<file path="src/hdl/wrms_pkg.sv">
// ----------------------------------------------------------------------------
// wrms_pkg
// Shared widths, register indexes, reset values and types of the windowed
// rms current meter.
// ----------------------------------------------------------------------------
`default_nettype none

package wrms_pkg;

  // default geometry
  localparam int unsigned DEF_SAMPLE_BITS = 12;
  localparam int unsigned DEF_COUNT_BITS  = 16;

  // datapath widths
  localparam int unsigned SUM_W    = 40;
  localparam int unsigned MEAN_W   = SUM_W + 16;
  localparam int unsigned ROOT_W   = MEAN_W / 2;
  localparam int unsigned RMS_W    = 20;
  localparam int unsigned MA_W     = 20;
  localparam int unsigned PWR_W    = 32;
  localparam int unsigned CFG_W    = 16;
  localparam int unsigned LINE_W   = 10;
  localparam int unsigned CFG_IDX_W = 3;

  // current scale: 10000 / 256 reduced to 625 / 16
  localparam int unsigned SCALE_NUM   = 625;
  localparam int unsigned SCALE_NUM_W = 10;
  localparam int unsigned SCALE_SHIFT = 4;
  localparam int unsigned PROD_W      = RMS_W + CFG_W;
  localparam int unsigned NUM_W       = PROD_W + SCALE_NUM_W;

  localparam logic [RMS_W-1:0] RMS_MAX = '1;
  localparam logic [SUM_W-1:0] SUM_MAX = '1;

  // depth of the queue between front and back
  localparam int unsigned QUEUE_DEPTH = 2;

  // register indexes
  localparam logic [CFG_IDX_W-1:0] REG_WINDOW    = 3'd0;
  localparam logic [CFG_IDX_W-1:0] REG_SUPPLY    = 3'd1;
  localparam logic [CFG_IDX_W-1:0] REG_SENS      = 3'd2;
  localparam logic [CFG_IDX_W-1:0] REG_OFFSET    = 3'd3;
  localparam logic [CFG_IDX_W-1:0] REG_THRESHOLD = 3'd4;
  localparam logic [CFG_IDX_W-1:0] REG_LINE      = 3'd5;

  // register reset values
  localparam logic [CFG_W-1:0]  RST_WINDOW    = 16'd4000;
  localparam logic [CFG_W-1:0]  RST_SUPPLY    = 16'd3300;
  localparam logic [CFG_W-1:0]  RST_SENS      = 16'd125;
  localparam logic [CFG_W-1:0]  RST_OFFSET    = 16'd2000;
  localparam logic [CFG_W-1:0]  RST_THRESHOLD = 16'd500;
  localparam logic [LINE_W-1:0] RST_LINE      = 10'd240;

  typedef struct packed {
    logic [CFG_W-1:0]  window_length;
    logic [CFG_W-1:0]  supply_millivolts;
    logic [CFG_W-1:0]  sensitivity_tenth_mv_per_amp;
    logic [CFG_W-1:0]  offset_milliamps;
    logic [CFG_W-1:0]  zero_threshold_milliamps;
    logic [LINE_W-1:0] line_volts;
  } cfg_t;

endpackage

`default_nettype wire

</file>
<file path="src/hdl/wrms_sample_if.sv">
// ----------------------------------------------------------------------------
// wrms_sample_if
// Input channel: one pair of adc samples per item.
// ----------------------------------------------------------------------------
`default_nettype none

interface wrms_sample_if import wrms_pkg::*; #(
  parameter int unsigned SAMPLE_BITS = DEF_SAMPLE_BITS
) ();
  logic                   valid;
  logic                   ready;
  logic [SAMPLE_BITS-1:0] current_sample;
  logic [SAMPLE_BITS-1:0] reference_sample;

  modport source (output valid, output current_sample, output reference_sample,
                  input ready);
  modport sink   (input valid, input current_sample, input reference_sample,
                  output ready);
endinterface

`default_nettype wire

</file>
<file path="src/hdl/wrms_result_if.sv">
// ----------------------------------------------------------------------------
// wrms_result_if
// Result channel: rms value, current and power of one window.
// ----------------------------------------------------------------------------
`default_nettype none

interface wrms_result_if import wrms_pkg::*; ();
  logic             valid;
  logic             ready;
  logic [RMS_W-1:0] rms_counts;
  logic [MA_W-1:0]  rms_milliamps;
  logic [PWR_W-1:0] power_milliwatts;

  modport source (output valid, output rms_counts, output rms_milliamps,
                  output power_milliwatts, input ready);
  modport sink   (input valid, input rms_counts, input rms_milliamps,
                  input power_milliwatts, output ready);
endinterface

`default_nettype wire

</file>
<file path="src/hdl/wrms_fifo.sv">
// ----------------------------------------------------------------------------
// wrms_fifo
// Small register queue carrying closed windows from the front to the back.
// ----------------------------------------------------------------------------
`default_nettype none

module wrms_fifo import wrms_pkg::*; #(
  parameter int unsigned WIDTH = SUM_W + DEF_COUNT_BITS,
  parameter int unsigned DEPTH = QUEUE_DEPTH
) (
  input  wire logic             clk_i,
  input  wire logic             rst_ni,
  input  wire logic             push_i,
  input  wire logic [WIDTH-1:0] push_data_i,
  output logic                  full_o,
  input  wire logic             pop_i,
  output logic      [WIDTH-1:0] pop_data_o,
  output logic                  empty_o
);
  localparam int unsigned PTR_W = (DEPTH > 1) ? $clog2(DEPTH) : 1;
  localparam int unsigned CNT_W = $clog2(DEPTH + 1);

  logic [WIDTH-1:0] mem_q [DEPTH];
  logic [PTR_W-1:0] wr_ptr_q, wr_ptr_d;
  logic [PTR_W-1:0] rd_ptr_q, rd_ptr_d;
  logic [CNT_W-1:0] cnt_q, cnt_d;

  assign full_o     = (cnt_q == CNT_W'(DEPTH));
  assign empty_o    = (cnt_q == '0);
  assign pop_data_o = mem_q[rd_ptr_q];

  // pointer and fill count update
  always_comb begin
    wr_ptr_d = wr_ptr_q;
    rd_ptr_d = rd_ptr_q;
    cnt_d    = cnt_q;
    if (push_i) begin
      wr_ptr_d = (wr_ptr_q == PTR_W'(DEPTH - 1)) ? '0 : wr_ptr_q + 1'b1;
    end
    if (pop_i) begin
      rd_ptr_d = (rd_ptr_q == PTR_W'(DEPTH - 1)) ? '0 : rd_ptr_q + 1'b1;
    end
    if (push_i && !pop_i) begin
      cnt_d = cnt_q + 1'b1;
    end else if (pop_i && !push_i) begin
      cnt_d = cnt_q - 1'b1;
    end
  end

  always_ff @(posedge clk_i or negedge rst_ni) begin
    if (!rst_ni) begin
      wr_ptr_q <= '0;
      rd_ptr_q <= '0;
      cnt_q    <= '0;
    end else begin
      wr_ptr_q <= wr_ptr_d;
      rd_ptr_q <= rd_ptr_d;
      cnt_q    <= cnt_d;
    end
  end

  // storage
  always_ff @(posedge clk_i) begin
    if (push_i) begin
      mem_q[wr_ptr_q] <= push_data_i;
    end
  end

endmodule

`default_nettype wire

</file>
<file path="src/hdl/wrms_front.sv">
// ----------------------------------------------------------------------------
// wrms_front
// Takes sample pairs, squares the difference and accumulates the window;
// pushes the closed sum and sample count into the queue.
// ----------------------------------------------------------------------------
`default_nettype none

module wrms_front import wrms_pkg::*; #(
  parameter int unsigned SAMPLE_BITS = DEF_SAMPLE_BITS,
  parameter int unsigned COUNT_BITS  = DEF_COUNT_BITS
) (
  input  wire logic                        clk_i,
  input  wire logic                        rst_ni,
  wrms_sample_if.sink                      sample_i,
  input  wire logic [CFG_W-1:0]            window_i,
  output logic                             push_o,
  output logic [SUM_W+COUNT_BITS-1:0]      push_data_o,
  input  wire logic                        full_i
);
  localparam int unsigned SQ_W = 2 * SAMPLE_BITS;
  localparam logic [COUNT_BITS-1:0] CountMax = '1;
  localparam logic [31:0] CountMax32 = 32'(CountMax);

  logic [SAMPLE_BITS-1:0] mag;
  logic [SQ_W-1:0]        sq;
  logic                   s1_valid_q, s1_valid_d;
  logic [SQ_W-1:0]        s1_sq_q;
  logic [SUM_W-1:0]       sum_q, sum_d;
  logic [COUNT_BITS-1:0]  count_q, count_d;
  logic [SUM_W:0]         sum_wide;
  logic [SUM_W-1:0]       sum_sat;
  logic [COUNT_BITS-1:0]  count_inc;
  logic [31:0]            win32;
  logic                   end_hit;
  logic                   s2_take;
  logic                   accept;

  // stage 1: magnitude of the difference and its square
  always_comb begin
    if (sample_i.current_sample >= sample_i.reference_sample) begin
      mag = sample_i.current_sample - sample_i.reference_sample;
    end else begin
      mag = sample_i.reference_sample - sample_i.current_sample;
    end
    sq = SQ_W'(mag) * SQ_W'(mag);
  end

  // stage 2: saturating accumulate, count and window check
  always_comb begin
    sum_wide  = {1'b0, sum_q} + (SUM_W + 1)'(s1_sq_q);
    sum_sat   = sum_wide[SUM_W] ? SUM_MAX : sum_wide[SUM_W-1:0];
    count_inc = (count_q == CountMax) ? count_q : count_q + 1'b1;
    win32     = 32'(window_i);
    if (win32 == '0) begin
      win32 = 32'd1;
    end
    if (win32 > CountMax32) begin
      win32 = CountMax32;
    end
    end_hit = (32'(count_inc) >= win32);
  end

  assign s2_take        = !(s1_valid_q && end_hit && full_i);
  assign sample_i.ready = !s1_valid_q || s2_take;
  assign accept         = sample_i.valid && sample_i.ready;
  assign push_o         = s1_valid_q && end_hit && !full_i;
  assign push_data_o    = {sum_sat, count_inc};

  // next state of both stages
  always_comb begin
    s1_valid_d = s1_valid_q;
    sum_d      = sum_q;
    count_d    = count_q;
    if (accept) begin
      s1_valid_d = 1'b1;
    end else if (s2_take) begin
      s1_valid_d = 1'b0;
    end
    if (s1_valid_q && s2_take) begin
      if (end_hit) begin
        sum_d   = '0;
        count_d = '0;
      end else begin
        sum_d   = sum_sat;
        count_d = count_inc;
      end
    end
  end

  always_ff @(posedge clk_i or negedge rst_ni) begin
    if (!rst_ni) begin
      s1_valid_q <= 1'b0;
      sum_q      <= '0;
      count_q    <= '0;
    end else begin
      s1_valid_q <= s1_valid_d;
      sum_q      <= sum_d;
      count_q    <= count_d;
    end
  end

  // square register, no reset needed
  always_ff @(posedge clk_i) begin
    if (accept) begin
      s1_sq_q <= sq;
    end
  end

endmodule

`default_nettype wire

</file>
<file path="src/hdl/wrms_div.sv">
// ----------------------------------------------------------------------------
// wrms_div
// Restoring divider, one quotient bit per cycle, shared by the mean and the
// current scaling.
// ----------------------------------------------------------------------------
`default_nettype none

module wrms_div import wrms_pkg::*; #(
  parameter int unsigned DN_W = MEAN_W,
  parameter int unsigned DV_W = 32
) (
  input  wire logic            clk_i,
  input  wire logic            rst_ni,
  input  wire logic            start_i,
  input  wire logic [DN_W-1:0] dividend_i,
  input  wire logic [DV_W-1:0] divisor_i,
  output logic                 done_o,
  output logic      [DN_W-1:0] quot_o
);
  localparam int unsigned CNT_W = $clog2(DN_W);

  logic             busy_q, busy_d;
  logic             done_q, done_d;
  logic [CNT_W-1:0] cnt_q, cnt_d;
  logic [DN_W-1:0]  quo_q, quo_d;
  logic [DV_W-1:0]  rem_q, rem_d;
  logic [DV_W-1:0]  dv_q, dv_d;
  logic [DV_W:0]    rem_sh;
  logic             ge;

  assign done_o = done_q;
  assign quot_o = quo_q;

  // one shift-subtract step
  always_comb begin
    rem_sh = {rem_q, quo_q[DN_W-1]};
    ge     = (rem_sh >= {1'b0, dv_q});
    busy_d = busy_q;
    done_d = 1'b0;
    cnt_d  = cnt_q;
    quo_d  = quo_q;
    rem_d  = rem_q;
    dv_d   = dv_q;
    if (start_i) begin
      busy_d = 1'b1;
      cnt_d  = CNT_W'(DN_W - 1);
      quo_d  = dividend_i;
      rem_d  = '0;
      dv_d   = divisor_i;
    end else if (busy_q) begin
      quo_d = {quo_q[DN_W-2:0], ge};
      rem_d = ge ? DV_W'(rem_sh - {1'b0, dv_q}) : rem_sh[DV_W-1:0];
      cnt_d = cnt_q - 1'b1;
      if (cnt_q == '0) begin
        busy_d = 1'b0;
        done_d = 1'b1;
      end
    end
  end

  always_ff @(posedge clk_i or negedge rst_ni) begin
    if (!rst_ni) begin
      busy_q <= 1'b0;
      done_q <= 1'b0;
      cnt_q  <= '0;
    end else begin
      busy_q <= busy_d;
      done_q <= done_d;
      cnt_q  <= cnt_d;
    end
  end

  always_ff @(posedge clk_i) begin
    quo_q <= quo_d;
    rem_q <= rem_d;
    dv_q  <= dv_d;
  end

endmodule

`default_nettype wire

</file>
<file path="src/hdl/wrms_back.sv">
// ----------------------------------------------------------------------------
// wrms_back
// Window-end math: mean by division, square root, current scaling, offset,
// threshold and power, then the output register.
// ----------------------------------------------------------------------------
`default_nettype none

module wrms_back import wrms_pkg::*; #(
  parameter int unsigned SAMPLE_BITS = DEF_SAMPLE_BITS,
  parameter int unsigned COUNT_BITS  = DEF_COUNT_BITS,
  parameter int unsigned DEN_W       = DEF_SAMPLE_BITS + CFG_W + SCALE_SHIFT,
  parameter int unsigned DV_W        = DEF_SAMPLE_BITS + CFG_W + SCALE_SHIFT
) (
  input  wire logic                         clk_i,
  input  wire logic                         rst_ni,
  input  wire cfg_t                         cfg_i,
  input  wire logic                         q_empty_i,
  input  wire logic [SUM_W+COUNT_BITS-1:0]  q_data_i,
  output logic                              q_pop_o,
  wrms_result_if.source                     result_o
);
  localparam int unsigned SQ_CNT_W = $clog2(ROOT_W);
  localparam logic [SAMPLE_BITS-1:0] FullScale = '1;

  // sequencer states
  localparam logic [2:0] ST_IDLE = 3'd0;
  localparam logic [2:0] ST_DIVM = 3'd1;
  localparam logic [2:0] ST_SQRT = 3'd2;
  localparam logic [2:0] ST_MUL1 = 3'd3;
  localparam logic [2:0] ST_MUL2 = 3'd4;
  localparam logic [2:0] ST_DIVC = 3'd5;
  localparam logic [2:0] ST_CUR  = 3'd6;
  localparam logic [2:0] ST_OUT  = 3'd7;

  logic [2:0]          state_q, state_d;
  logic [MEAN_W-1:0]   sq_rad_q, sq_rad_d;
  logic [ROOT_W+1:0]   sq_rem_q, sq_rem_d;
  logic [ROOT_W-1:0]   sq_root_q, sq_root_d;
  logic [SQ_CNT_W-1:0] sq_cnt_q, sq_cnt_d;
  logic [ROOT_W+1:0]   rem_sh;
  logic [ROOT_W+1:0]   trial;
  logic                sq_ge;
  logic [RMS_W-1:0]    rms_q, rms_d;
  logic [RMS_W-1:0]    rms_sat;
  logic [PROD_W-1:0]   prod_q, prod_d;
  logic [DEN_W-1:0]    den_q, den_d;
  logic [CFG_W-1:0]    sens_eff;
  logic [NUM_W-1:0]    num;
  logic [MA_W-1:0]     cur_q, cur_d;
  logic [MEAN_W-1:0]   raw_diff;
  logic                out_valid_q, out_valid_d;
  logic [RMS_W-1:0]    out_rms_q;
  logic [MA_W-1:0]     out_ma_q;
  logic [PWR_W-1:0]    out_pwr_q;
  logic                out_load;
  logic                div_start;
  logic [MEAN_W-1:0]   div_dividend;
  logic [DV_W-1:0]     div_divisor;
  logic                div_done;
  logic [MEAN_W-1:0]   div_quot;

  wrms_div #(
    .DN_W (MEAN_W),
    .DV_W (DV_W)
  ) u_div (
    .clk_i      (clk_i),
    .rst_ni     (rst_ni),
    .start_i    (div_start),
    .dividend_i (div_dividend),
    .divisor_i  (div_divisor),
    .done_o     (div_done),
    .quot_o     (div_quot)
  );

  // square root digit step, two radicand bits per cycle
  always_comb begin
    rem_sh = {sq_rem_q[ROOT_W-1:0], sq_rad_q[MEAN_W-1 -: 2]};
    trial  = {sq_root_q, 2'b01};
    sq_ge  = (rem_sh >= trial);
  end

  // scaling products
  always_comb begin
    rms_sat  = (sq_root_q > ROOT_W'(RMS_MAX)) ? RMS_MAX : sq_root_q[RMS_W-1:0];
    sens_eff = (cfg_i.sensitivity_tenth_mv_per_amp == '0) ? CFG_W'(1)
                                                         : cfg_i.sensitivity_tenth_mv_per_amp;
    num      = NUM_W'(prod_q) * NUM_W'(SCALE_NUM);
    raw_diff = div_quot - MEAN_W'(cfg_i.offset_milliamps);
  end

  assign out_load = (state_q == ST_OUT) && (!out_valid_q || result_o.ready);
  assign q_pop_o  = (state_q == ST_IDLE) && !q_empty_i;

  // sequencer
  always_comb begin
    state_d      = state_q;
    sq_rad_d     = sq_rad_q;
    sq_rem_d     = sq_rem_q;
    sq_root_d    = sq_root_q;
    sq_cnt_d     = sq_cnt_q;
    rms_d        = rms_q;
    prod_d       = prod_q;
    den_d        = den_q;
    cur_d        = cur_q;
    div_start    = 1'b0;
    div_dividend = {q_data_i[SUM_W+COUNT_BITS-1:COUNT_BITS], 16'h0000};
    div_divisor  = DV_W'(q_data_i[COUNT_BITS-1:0]);
    unique case (state_q)
      ST_IDLE: begin
        if (!q_empty_i) begin
          div_start = 1'b1;
          state_d   = ST_DIVM;
        end
      end
      ST_DIVM: begin
        if (div_done) begin
          sq_rad_d  = div_quot;
          sq_rem_d  = '0;
          sq_root_d = '0;
          sq_cnt_d  = '0;
          state_d   = ST_SQRT;
        end
      end
      ST_SQRT: begin
        sq_rad_d  = {sq_rad_q[MEAN_W-3:0], 2'b00};
        sq_rem_d  = sq_ge ? rem_sh - trial : rem_sh;
        sq_root_d = {sq_root_q[ROOT_W-2:0], sq_ge};
        sq_cnt_d  = sq_cnt_q + 1'b1;
        if (sq_cnt_q == SQ_CNT_W'(ROOT_W - 1)) begin
          state_d = ST_MUL1;
        end
      end
      ST_MUL1: begin
        rms_d   = rms_sat;
        prod_d  = PROD_W'(rms_sat) * PROD_W'(cfg_i.supply_millivolts);
        den_d   = DEN_W'((DEN_W'(FullScale) * DEN_W'(sens_eff)) << SCALE_SHIFT);
        state_d = ST_MUL2;
      end
      ST_MUL2: begin
        div_start    = 1'b1;
        div_dividend = MEAN_W'(num);
        div_divisor  = DV_W'(den_q);
        state_d      = ST_DIVC;
      end
      ST_DIVC: begin
        if (div_done) begin
          state_d = ST_CUR;
        end
      end
      ST_CUR: begin
        if (div_quot <= MEAN_W'(cfg_i.offset_milliamps)) begin
          cur_d = '0;
        end else if (raw_diff <= MEAN_W'(cfg_i.zero_threshold_milliamps)) begin
          cur_d = '0;
        end else if (raw_diff > MEAN_W'(RMS_MAX)) begin
          cur_d = RMS_MAX;
        end else begin
          cur_d = raw_diff[MA_W-1:0];
        end
        state_d = ST_OUT;
      end
      ST_OUT: begin
        if (out_load) begin
          state_d = ST_IDLE;
        end
      end
      default: begin
        state_d = ST_IDLE;
      end
    endcase
  end

  // output register handshake
  always_comb begin
    out_valid_d = out_valid_q;
    if (out_valid_q && result_o.ready) begin
      out_valid_d = 1'b0;
    end
    if (out_load) begin
      out_valid_d = 1'b1;
    end
  end

  assign result_o.valid            = out_valid_q;
  assign result_o.rms_counts       = out_rms_q;
  assign result_o.rms_milliamps    = out_ma_q;
  assign result_o.power_milliwatts = out_pwr_q;

  always_ff @(posedge clk_i or negedge rst_ni) begin
    if (!rst_ni) begin
      state_q     <= ST_IDLE;
      out_valid_q <= 1'b0;
    end else begin
      state_q     <= state_d;
      out_valid_q <= out_valid_d;
    end
  end

  // datapath registers
  always_ff @(posedge clk_i) begin
    sq_rad_q  <= sq_rad_d;
    sq_rem_q  <= sq_rem_d;
    sq_root_q <= sq_root_d;
    sq_cnt_q  <= sq_cnt_d;
    rms_q     <= rms_d;
    prod_q    <= prod_d;
    den_q     <= den_d;
    cur_q     <= cur_d;
    if (out_load) begin
      out_rms_q <= rms_q;
      out_ma_q  <= cur_q;
      out_pwr_q <= PWR_W'(cur_q) * PWR_W'(cfg_i.line_volts);
    end
  end

endmodule

`default_nettype wire

</file>
<file path="src/hdl/windowed_rms_current_meter_unit.sv">
// ----------------------------------------------------------------------------
// windowed_rms_current_meter_unit
// Windowed rms meter: sums squared sample differences over a window and
// reports rms counts, current in milliamps and power in milliwatts.
// ----------------------------------------------------------------------------
// Usage
//   sample_i carries one pair of adc samples per item (valid/ready); the
//   front takes one item per cycle unless a closed window waits on a full
//   queue, squares it as it is taken, registers the square and then adds
//   it to the sum. result_o carries one item per closed window. The back
//   computes each result with a restoring divider used twice and a square
//   root. A two-entry queue holds closed windows; the back takes the next
//   window from it only once the last result is in the output register,
//   so short windows can fill the queue and stall the input.
//   When the receiver stalls, the finished result waits in the output
//   register while the back works on the next window; the queue and then
//   the input stall only once those are full.
//   Reset clears the sum, the count, the queue and the output, and loads
//   the register defaults. Registers are written through cfg_we_i,
//   cfg_idx_i and cfg_wdata_i; the user must write them only while no
//   window is in flight, as the block itself does not enforce this.
// ----------------------------------------------------------------------------
`default_nettype none

module windowed_rms_current_meter_unit import wrms_pkg::*; #(
  parameter int unsigned SAMPLE_BITS = DEF_SAMPLE_BITS,
  parameter int unsigned COUNT_BITS  = DEF_COUNT_BITS
) (
  input  wire logic                 clk_i,
  input  wire logic                 rst_ni,
  wrms_sample_if.sink               sample_i,
  wrms_result_if.source             result_o,
  input  wire logic                 cfg_we_i,
  input  wire logic [CFG_IDX_W-1:0] cfg_idx_i,
  input  wire logic [CFG_W-1:0]     cfg_wdata_i
);
  localparam int unsigned Q_W   = SUM_W + COUNT_BITS;
  localparam int unsigned DEN_W = SAMPLE_BITS + CFG_W + SCALE_SHIFT;
  localparam int unsigned DV_W  = (DEN_W > COUNT_BITS) ? DEN_W : COUNT_BITS;

  cfg_t           cfg_q, cfg_d;
  logic           q_push;
  logic [Q_W-1:0] q_push_data;
  logic           q_full;
  logic           q_pop;
  logic [Q_W-1:0] q_pop_data;
  logic           q_empty;

  // register writes
  always_comb begin
    cfg_d = cfg_q;
    if (cfg_we_i) begin
      unique case (cfg_idx_i)
        REG_WINDOW:    cfg_d.window_length                = cfg_wdata_i;
        REG_SUPPLY:    cfg_d.supply_millivolts            = cfg_wdata_i;
        REG_SENS:      cfg_d.sensitivity_tenth_mv_per_amp = cfg_wdata_i;
        REG_OFFSET:    cfg_d.offset_milliamps             = cfg_wdata_i;
        REG_THRESHOLD: cfg_d.zero_threshold_milliamps     = cfg_wdata_i;
        REG_LINE:      cfg_d.line_volts                   = cfg_wdata_i[LINE_W-1:0];
        default: begin
          cfg_d = cfg_q;
        end
      endcase
    end
  end

  always_ff @(posedge clk_i or negedge rst_ni) begin
    if (!rst_ni) begin
      cfg_q.window_length                <= RST_WINDOW;
      cfg_q.supply_millivolts            <= RST_SUPPLY;
      cfg_q.sensitivity_tenth_mv_per_amp <= RST_SENS;
      cfg_q.offset_milliamps             <= RST_OFFSET;
      cfg_q.zero_threshold_milliamps     <= RST_THRESHOLD;
      cfg_q.line_volts                   <= RST_LINE;
    end else begin
      cfg_q <= cfg_d;
    end
  end

  // accumulating front
  wrms_front #(
    .SAMPLE_BITS (SAMPLE_BITS),
    .COUNT_BITS  (COUNT_BITS)
  ) u_front (
    .clk_i       (clk_i),
    .rst_ni      (rst_ni),
    .sample_i    (sample_i),
    .window_i    (cfg_q.window_length),
    .push_o      (q_push),
    .push_data_o (q_push_data),
    .full_i      (q_full)
  );

  // closed-window queue
  wrms_fifo #(
    .WIDTH (Q_W),
    .DEPTH (QUEUE_DEPTH)
  ) u_fifo (
    .clk_i       (clk_i),
    .rst_ni      (rst_ni),
    .push_i      (q_push),
    .push_data_i (q_push_data),
    .full_o      (q_full),
    .pop_i       (q_pop),
    .pop_data_o  (q_pop_data),
    .empty_o     (q_empty)
  );

  // window-end math
  wrms_back #(
    .SAMPLE_BITS (SAMPLE_BITS),
    .COUNT_BITS  (COUNT_BITS),
    .DEN_W       (DEN_W),
    .DV_W        (DV_W)
  ) u_back (
    .clk_i     (clk_i),
    .rst_ni    (rst_ni),
    .cfg_i     (cfg_q),
    .q_empty_i (q_empty),
    .q_data_i  (q_pop_data),
    .q_pop_o   (q_pop),
    .result_o  (result_o)
  );

  // queue never written when full
  assert property (@(posedge clk_i) disable iff (!rst_ni) !(q_push && q_full))
    else $error("window queue overflow");

  // queue never read when empty
  assert property (@(posedge clk_i) disable iff (!rst_ni) q_pop |-> !q_empty)
    else $error("window queue underflow");

  // zero current gives zero power
  assert property (@(posedge clk_i) disable iff (!rst_ni)
    (result_o.valid && (result_o.rms_milliamps == '0)) |->
      (result_o.power_milliwatts == '0))
    else $error("power without current");

endmodule

`default_nettype wire

</file>
<file path="src/flat_wrapper.sv">
// flat-port wrapper written by rule: the top's interface ports become plain ports
module windowed_rms_current_meter_unit_flat import wrms_pkg::*;
#(
  parameter int unsigned SAMPLE_BITS = DEF_SAMPLE_BITS,
  parameter int unsigned COUNT_BITS  = DEF_COUNT_BITS
)
  (clk_i, rst_ni, cfg_we_i, cfg_idx_i, cfg_wdata_i, sample_i_valid, sample_i_current_sample, sample_i_reference_sample, sample_i_ready, result_o_valid, result_o_rms_counts, result_o_rms_milliamps, result_o_power_milliwatts, result_o_ready);
  wrms_sample_if #(.SAMPLE_BITS(SAMPLE_BITS)) sample_i_i ();
  wrms_result_if result_o_i ();
  input  wire logic clk_i;
  input  wire logic rst_ni;
  input  wire logic cfg_we_i;
  input  wire logic [CFG_IDX_W-1:0] cfg_idx_i;
  input  wire logic [CFG_W-1:0] cfg_wdata_i;
  input wire logic [$bits(sample_i_i.valid)-1:0] sample_i_valid;
  input wire logic [$bits(sample_i_i.current_sample)-1:0] sample_i_current_sample;
  input wire logic [$bits(sample_i_i.reference_sample)-1:0] sample_i_reference_sample;
  output wire logic [$bits(sample_i_i.ready)-1:0] sample_i_ready;
  output wire logic [$bits(result_o_i.valid)-1:0] result_o_valid;
  output wire logic [$bits(result_o_i.rms_counts)-1:0] result_o_rms_counts;
  output wire logic [$bits(result_o_i.rms_milliamps)-1:0] result_o_rms_milliamps;
  output wire logic [$bits(result_o_i.power_milliwatts)-1:0] result_o_power_milliwatts;
  input wire logic [$bits(result_o_i.ready)-1:0] result_o_ready;
  assign sample_i_i.valid = sample_i_valid;
  assign sample_i_i.current_sample = sample_i_current_sample;
  assign sample_i_i.reference_sample = sample_i_reference_sample;
  assign sample_i_ready = sample_i_i.ready;
  assign result_o_valid = result_o_i.valid;
  assign result_o_rms_counts = result_o_i.rms_counts;
  assign result_o_rms_milliamps = result_o_i.rms_milliamps;
  assign result_o_power_milliwatts = result_o_i.power_milliwatts;
  assign result_o_i.ready = result_o_ready;
  windowed_rms_current_meter_unit #(.SAMPLE_BITS(SAMPLE_BITS), .COUNT_BITS(COUNT_BITS)) u_core (.clk_i(clk_i), .rst_ni(rst_ni), .sample_i(sample_i_i), .result_o(result_o_i), .cfg_we_i(cfg_we_i), .cfg_idx_i(cfg_idx_i), .cfg_wdata_i(cfg_wdata_i));
endmodule
</file>
<file path="config.mk">
export PLATFORM = sky130hd
export DESIGN_NAME = windowed_rms_current_meter_unit_flat
export DESIGN_NICKNAME = d
export VERILOG_FILES = /design/src/hdl/wrms_pkg.sv /design/src/hdl/wrms_sample_if.sv /design/src/hdl/wrms_result_if.sv /design/src/hdl/wrms_fifo.sv /design/src/hdl/wrms_front.sv /design/src/hdl/wrms_div.sv /design/src/hdl/wrms_back.sv /design/src/hdl/windowed_rms_current_meter_unit.sv /design/src/flat_wrapper.sv
export SDC_FILE = /design/constraint.sdc
export NUM_CORES = 2
export LEC_CHECK = 0
export ABC_AREA = 0
export BUFFER_PORTS_ARGS = -buffer_cell sky130_fd_sc_hd__buf_2
export CORE_MARGIN = 4
export CORE_UTILIZATION = 61
export CTS_CLUSTER_DIAMETER = 50
export CTS_CLUSTER_SIZE = 12
export DETAILED_ROUTE_END_ITERATION = 7
export HOLD_SLACK_MARGIN = 0.12
export PLACE_DENSITY = 0.78
export SLEW_MARGIN = 15
export SYNTH_ARGS = -nofsm -noshare
export SYNTH_HDL_FRONTEND = slang
export SYNTH_SLANG_ARGS = --single-unit
</file>
<file path="constraint.sdc">
create_clock -name clk_i -period 19.47 [get_ports clk_i]
set_clock_uncertainty 0.05 [all_clocks]
set_input_delay 1.947 -clock clk_i [delete_from_list [all_inputs] [get_ports clk_i]]
set_output_delay 1.947 -clock clk_i [all_outputs]
set_load 0.03 [all_outputs]
</file>
; ---- After elaboration in Yosys (flattened, before gate mapping)
; Memory sizes are Yosys's and may differ from the RTL's.
; Cells that the tools add are included.
; W data, S select, Z words.
[classes]
reduce_logical = 38
mul = 5
magnitude_cmp = 9
n_eq_ne = 21
add_sub_neg = 13
mux = 50
[op_table]
columns = cell, count
row1 = $mux W56, 4
row2 = $le A56 B16 Y1, 2
row3 = $pmux W28 S2, 2
row4 = $pmux W56 S2, 1
row5 = $mux W28, 3
row6 = $mux W16, 5
row7 = $mux W40, 2
row8 = $mux W32, 2
row9 = $gt A56 B20 Y1 const B, 1
row10 = $sub A56 B16 Y56, 1
row11 = $mul A36 B10 Y46 const B, 1
row12 = $add A40 B24 Y41, 1
row13 = $mux W20, 2
row14 = $mul A20 B16 Y36, 1
row15 = $ge A33 B32 Y1, 1
row16 = $ge A16 B32 Y1, 1
row17 = $gt A32 B16 Y1 const B, 1
row18 = $logic_not A16 Y1, 2
row19 = $sub A32 B32 Y32, 1
row20 = $ge A30 B30 Y1, 1
row21 = $mul A20 B10 Y30, 1
row22 = $gt A28 B20 Y1 const B, 1
row23 = $mul A12 B16 Y28 const A, 1
row24 = $sub A28 B28 Y28, 1
row25 = other kinds (36), 97
[word_totals]
ff_bits = 598
mem_bits_rw = 112
out_inout_bits = 74
word_cells = 171
memories = 1
[mem_list]
columns = name, words, word_bits, rd, rd_clocked_by_memory_dff, write_ports, line
row1 = u_core.u_fifo.mem_q, 2, 56, 1, 0, 1, wrms_fifo.sv:23  ; logic [WIDTH-1:0] mem_q [DEPTH];

; ---- Longest topological paths before layout
[depth]
word_depth = 11
ltp_mapped = 36
mapped_depth_nobuf = 34

; ---- Hierarchy
; Synthesis repeated with hierarchy kept, for this count alone.
[unflattened]
cells_unflattened = 6711
hier_area_um2 = 67065.6
[by_module_without_submodules]
columns = module, cells_per_inst, n_inst, seq_area_each_um2, area_per_inst_um2
row1 = wrms_back, 4426, 1, 8838.5, 41409.7
row2 = wrms_front, 1243, 1, 2117.0, 10815.4
row3 = wrms_div, 657, 1, 3483.3, 7003.0
row4 = wrms_fifo, 190, 1, 3463.3, 4347.9
row5 = windowed_rms_current_meter_unit, 195, 1, 2294.7, 3489.6

; ---- Least setup slack after synthesis
; Ideal clock, no wire load.
[synth_path]
kind = input port to flip-flop
startpoint = in sample_i_current_sample[0]
endpoint = reg u_core.u_front.s1_sq_q[22], data pin
path_buffers = 2
slack_ps = 9714
t_arrival_ps = 9444
setup_ps = 262
cell_stages = 32
cell_sequence = inv_1 -> ha_1 -> inv_1 -> fa_1 -> a21o_1 -> a221oi_1 -> a21oi_1 -> o22ai_1 -> o21ai_1 -> buf_2 -> o21ai_0 -> xor2_1 -> clkbuf_1 -> nor2_1 -> fa_1 -> inv_1 -> fa_1 -> inv_1 -> fa_1 -> fa_1 -> inv_1 -> fa_1 -> inv_1 -> ha_1 -> or3_1 -> a311oi_1 -> o31a_1 -> a21oi_1 -> and4_1 -> a2111oi_0 -> a21oi_1 -> xor2_1
[synth_between]
elab_chain_cells = 3
elab_cells_between_ends = 5
cone_classes = add/sub: 2 / mul: 1 / order compare: 1 / mux: 1
[synth_lines]
columns = element, line
row1 = from (decl), flat_wrapper.sv:16  ; input wire logic [$bits(sample_i_i.current_sample)-1:0] sample_i_current_sample;
row2 = $sub A12 B12 Y12 (tied with other cells), wrms_front.sv:43  ; mag = sample_i.reference_sample - sample_i.current_sample;
row3 = $mux W12 (*), wrms_front.sv:40  ; if (sample_i.current_sample >= sample_i.reference_sample) begin
row4 = $mul A12 B12 Y24 (*), wrms_front.sv:45  ; sq = SQ_W'(mag) * SQ_W'(mag);
row5 = named net u_core.u_front.sq[22], wrms_front.sv:25  ; logic [SQ_W-1:0] sq;
row6 = to (signal assigned), wrms_front.sv:105  ; s1_sq_q <= sq;
row7 = to (decl), wrms_front.sv:27  ; logic [SQ_W-1:0] s1_sq_q;
; The timed path passes the listed nets; every way through them passes the cells marked *.
; A chain may end at the register's enable or synchronous reset.

; ---- Final worst setup path
; Ends and elaborated chain as after synthesis.

==> results.md <==
* Clk Latency, worst-skew pair at 0.67 ns
* DRC at 0
* FF-to-FF path depth at 25
* HPWL Detailed at ~110 mm
* Final Hold Fails at 0
* Clk buf depth at 3
* Die H at 335 um
* Met1 WL at 61.7 mm
* Slowest stage delay, CP at 0.62 ns
* Reg2Reg Capture Point: u_core.u_back.prod_q[35]
* Relative slew slack at 0.197
* Antenna violations before repair at 7
* Fmax at 0.0980 GHz
* Register area at between 0.02 and 0.025 mm^2
* Iteration-0 DRC Markers at 3654
* Vias in the first global route at approximately 48000
* Setup Crit Path Kind: in -> reg
* Die Wd at 335 um
* Cts repair resizes at 0
* Post-Syn Area at roughly 0.065 mm^2
* Fin util at 0.664
* Tmin final at 10.20 ns
* Reg2Reg Setup Slack at 10.77 ns
* WP data arrival at ~11 ns
* Hold_sp: u_core.u_back.rms_q[13]
* First-pass GRT wire length at approximately 240 mm
* Synthesized flop and latch total at 709
* # Post-CTS Setup Buffers at 0
* Status: finished clean
* CTS Buf Count at 90
* Cell count after placement at 7926
* Worst path slowest cell: a2111oi_0
* Final setup viols at 0
* Highest metal used: met5
* Via density at 5.80
* Number of synthesized flops with an enable pin at 514
* Final Slew Violations at 0
* Core area at ~0.11 mm^2
* Final GP Congestion at just over 0.9
* Largest net degree at the start of global routing at 76
* Synth cell types at 98
* Syn Inst Count at between 6000 and 7000
* Via count at around 47000
* Hold Crit Class: reg -> reg
* I/O Buffers at 119
* Top_reg_cell synth: edfxtp_1
* Syn Area/Cell at 9.88 um^2
* Final ANT Viol Nets at 0
* Met2 wire length at 72.5 mm
* Synth warn at 0
* Hold Path Depth at 0
* IO Count at between 100 and 150
* Wire length per cell at about 18 um
* Fillers at 8149
* Async SR Flop Fraction at 0.230
* Pre-antenna DRT Iters at 6
* Starting density of the core at 0.617
* WHS Endpoint: u_core.u_back.result_o.rms_counts[13]
* CP dominant cell by count: inv_1
* Post-Route WL at 148 mm
* Final setup TNS at 0 ns
* Smallest hold slack at 0.366 ns
* Gr ovfl total at 0
* Max-cap violations at 0
* Area of the multi-input gates at approximately 0.04 mm^2
* Layout Nets at 7930
* Total GRT Usage at 0.267
* Metal3 WL at 8.87 mm
* Seq/Total Area, Yosys at 0.309
* CP Max Fanout at 14
* Reg2reg start: u_core.u_back.sq_root_q[27]
* H-tree levels at 3
* Unrepaired setup endpoints after global routing: no
* WP data required at 19.82 ns
* Proportion of layout cells with a drive suffix above 1 at 0.0734
* CTS sink cnt at a little over 700
* CTS root buffer: clkbuf_16
* Worst-Margin Slew at about 1.2 ns
* Std-Cell Rows at 119
* Die area at 0.112 mm^2
* Area growth syn-to-layout at 7.55%
* TritonCTS clock tree: built
* Clock transition at path regs at 0.06 ns
* Final non-filler cell total at a little over 8000
* Final period util at 0.524
* Cts hold-fix bufs at 0
* Worst Setup End Kind: register
* Crit path launch type: input pin
[flip-flops by register name, indices dropped and copies added, names as in the netlist, 20 cells and up]
register	cells
u_core.cfg_q	90
u_core.u_back.cur_q	20
u_core.u_back.den_q	28
u_core.u_back.prod_q	36
u_core.u_back.result_o.power_milliwatts	30
u_core.u_back.result_o.rms_counts	20
u_core.u_back.result_o.rms_milliamps	20
u_core.u_back.rms_q	20
u_core.u_back.sq_rad_q	56
u_core.u_back.sq_rem_q	28
u_core.u_back.sq_root_q	28
u_core.u_back.u_div.dv_q	32
u_core.u_back.u_div.quot_o	56
u_core.u_back.u_div.rem_q	32
u_core.u_fifo.mem_q	112
u_core.u_front.s1_sq_q	23
u_core.u_front.sum_q	40
[Yosys cell counts (46+ instances only)]
master,instances,area [um^2]
a21oi_1,250,1250
nor3_1,70,350
nand2b_1,60,375
mux2_2,58,653
xnor2_1,175,1530
and2_1,254,1590
mux2i_1,92,921
a22o_1,46,403
a21o_1,113,848
ha_1,587,7340
clkbuf_1,211,792
inv_1,1159,4350
nor2_1,330,1240
nand3_1,83,415
xor2_1,88,771
nand2_1,760,2850
o21ai_0,272,1360
edfxtp_1,514,15400
dfrtp_1,129,3230
fa_1,668,13400
[area by class of cell]
cell class,instances,area share
antenna,4,0.000143
timing repair buffer,169,0.0139
clock inverter,48,0.00836
clock buffer,121,0.0349
sequential,709,0.288
tap,1391,0.0248
multi-input combinational,4496,0.568
inverter,1161,0.0621
[cells in the final DEF (no fill, tap or decap), types with 35 or more instances in the layout]
cell type  count
xor2_1        88
ha_1         587
nor3_1        67
o21a_1        35
dfrtp_1      128
clkbuf_16     92
o211ai_1      43
a22o_1        46
a21oi_1      248
and2_1       253
o21ai_0      272
nand3_1       83
edfxtp_1     514
a211oi_1      37
nor2b_1       42
inv_1       1158
buf_4         50
and3_1        43
xnor2_1      175
nor2_1       324
a21o_1       113
nand2b_1      59
buf_2        118
mux2_2        58
mux2i_1       92
nand2_1      760
fa_1         668
[through the flow]
| step | area [um^2] | setup slack (ns) |
|---|---|---|
| global placement | 67100 | 8.46 |
| global route | 70200 | 8.59 |
| floorplan | 65300 | 9.71 |
| detailed placement | 67100 | 8.30 |
| finish | 70200 | 9.27 |
| CTS | 70200 | 8.98 |
[how the worst max path moves through the flow]
stage | start | end | slack, ns | depth (start not counted)
2_1_floorplan | sample_i_current_sample[0] | u_core.u_front.s1_sq_q[22] | 9.71 | 32
3_3_place_gp | sample_i_reference_sample[0] | u_core.u_front.s1_sq_q[22] | 8.46 | 32
3_5_place_dp | sample_i_reference_sample[0] | u_core.u_front.s1_sq_q[22] | 8.30 | 32
4_1_cts | sample_i_reference_sample[0] | u_core.u_front.s1_sq_q[22] | 8.98 | 32
5_1_grt | sample_i_reference_sample[0] | u_core.u_front.s1_sq_q[22] | 8.59 | 32
6_report | sample_i_current_sample[0] | u_core.u_front.s1_sq_q[22] | 9.27 | 34
[kinds of logic after synthesis]
| family | share of synthesized area |
|---|---|
| fa+ha+maj | 0.317 |
| flops | 0.309 |
| other cells | 0.0000575 |
| compound gates | 0.103 |
| xor+xnor | 0.0353 |
| mux | 0.0241 |
| buf+inv | 0.0816 |
| simple gates | 0.129 |
[critical path, delay by kind of cell]
family	cells	cell delay, ns
simple gates	3	0.69
compound gates	10	2.61
xor+xnor	2	0.70
mux	1	0.20
fa+ha+maj	8	3.32
buf+inv	10	1.10
[metal layers]
layer	global-route usage	vias to the layer above
met5	0	-
met4	0.0905	2
met3	0.0364	289
li1	-	21783
met2	0.456	1461
met1	0.355	23410
Power is left out: the tool's default activity adds up to more than one toggle a clock period on the data nets, which glitch-free logic cannot reach.
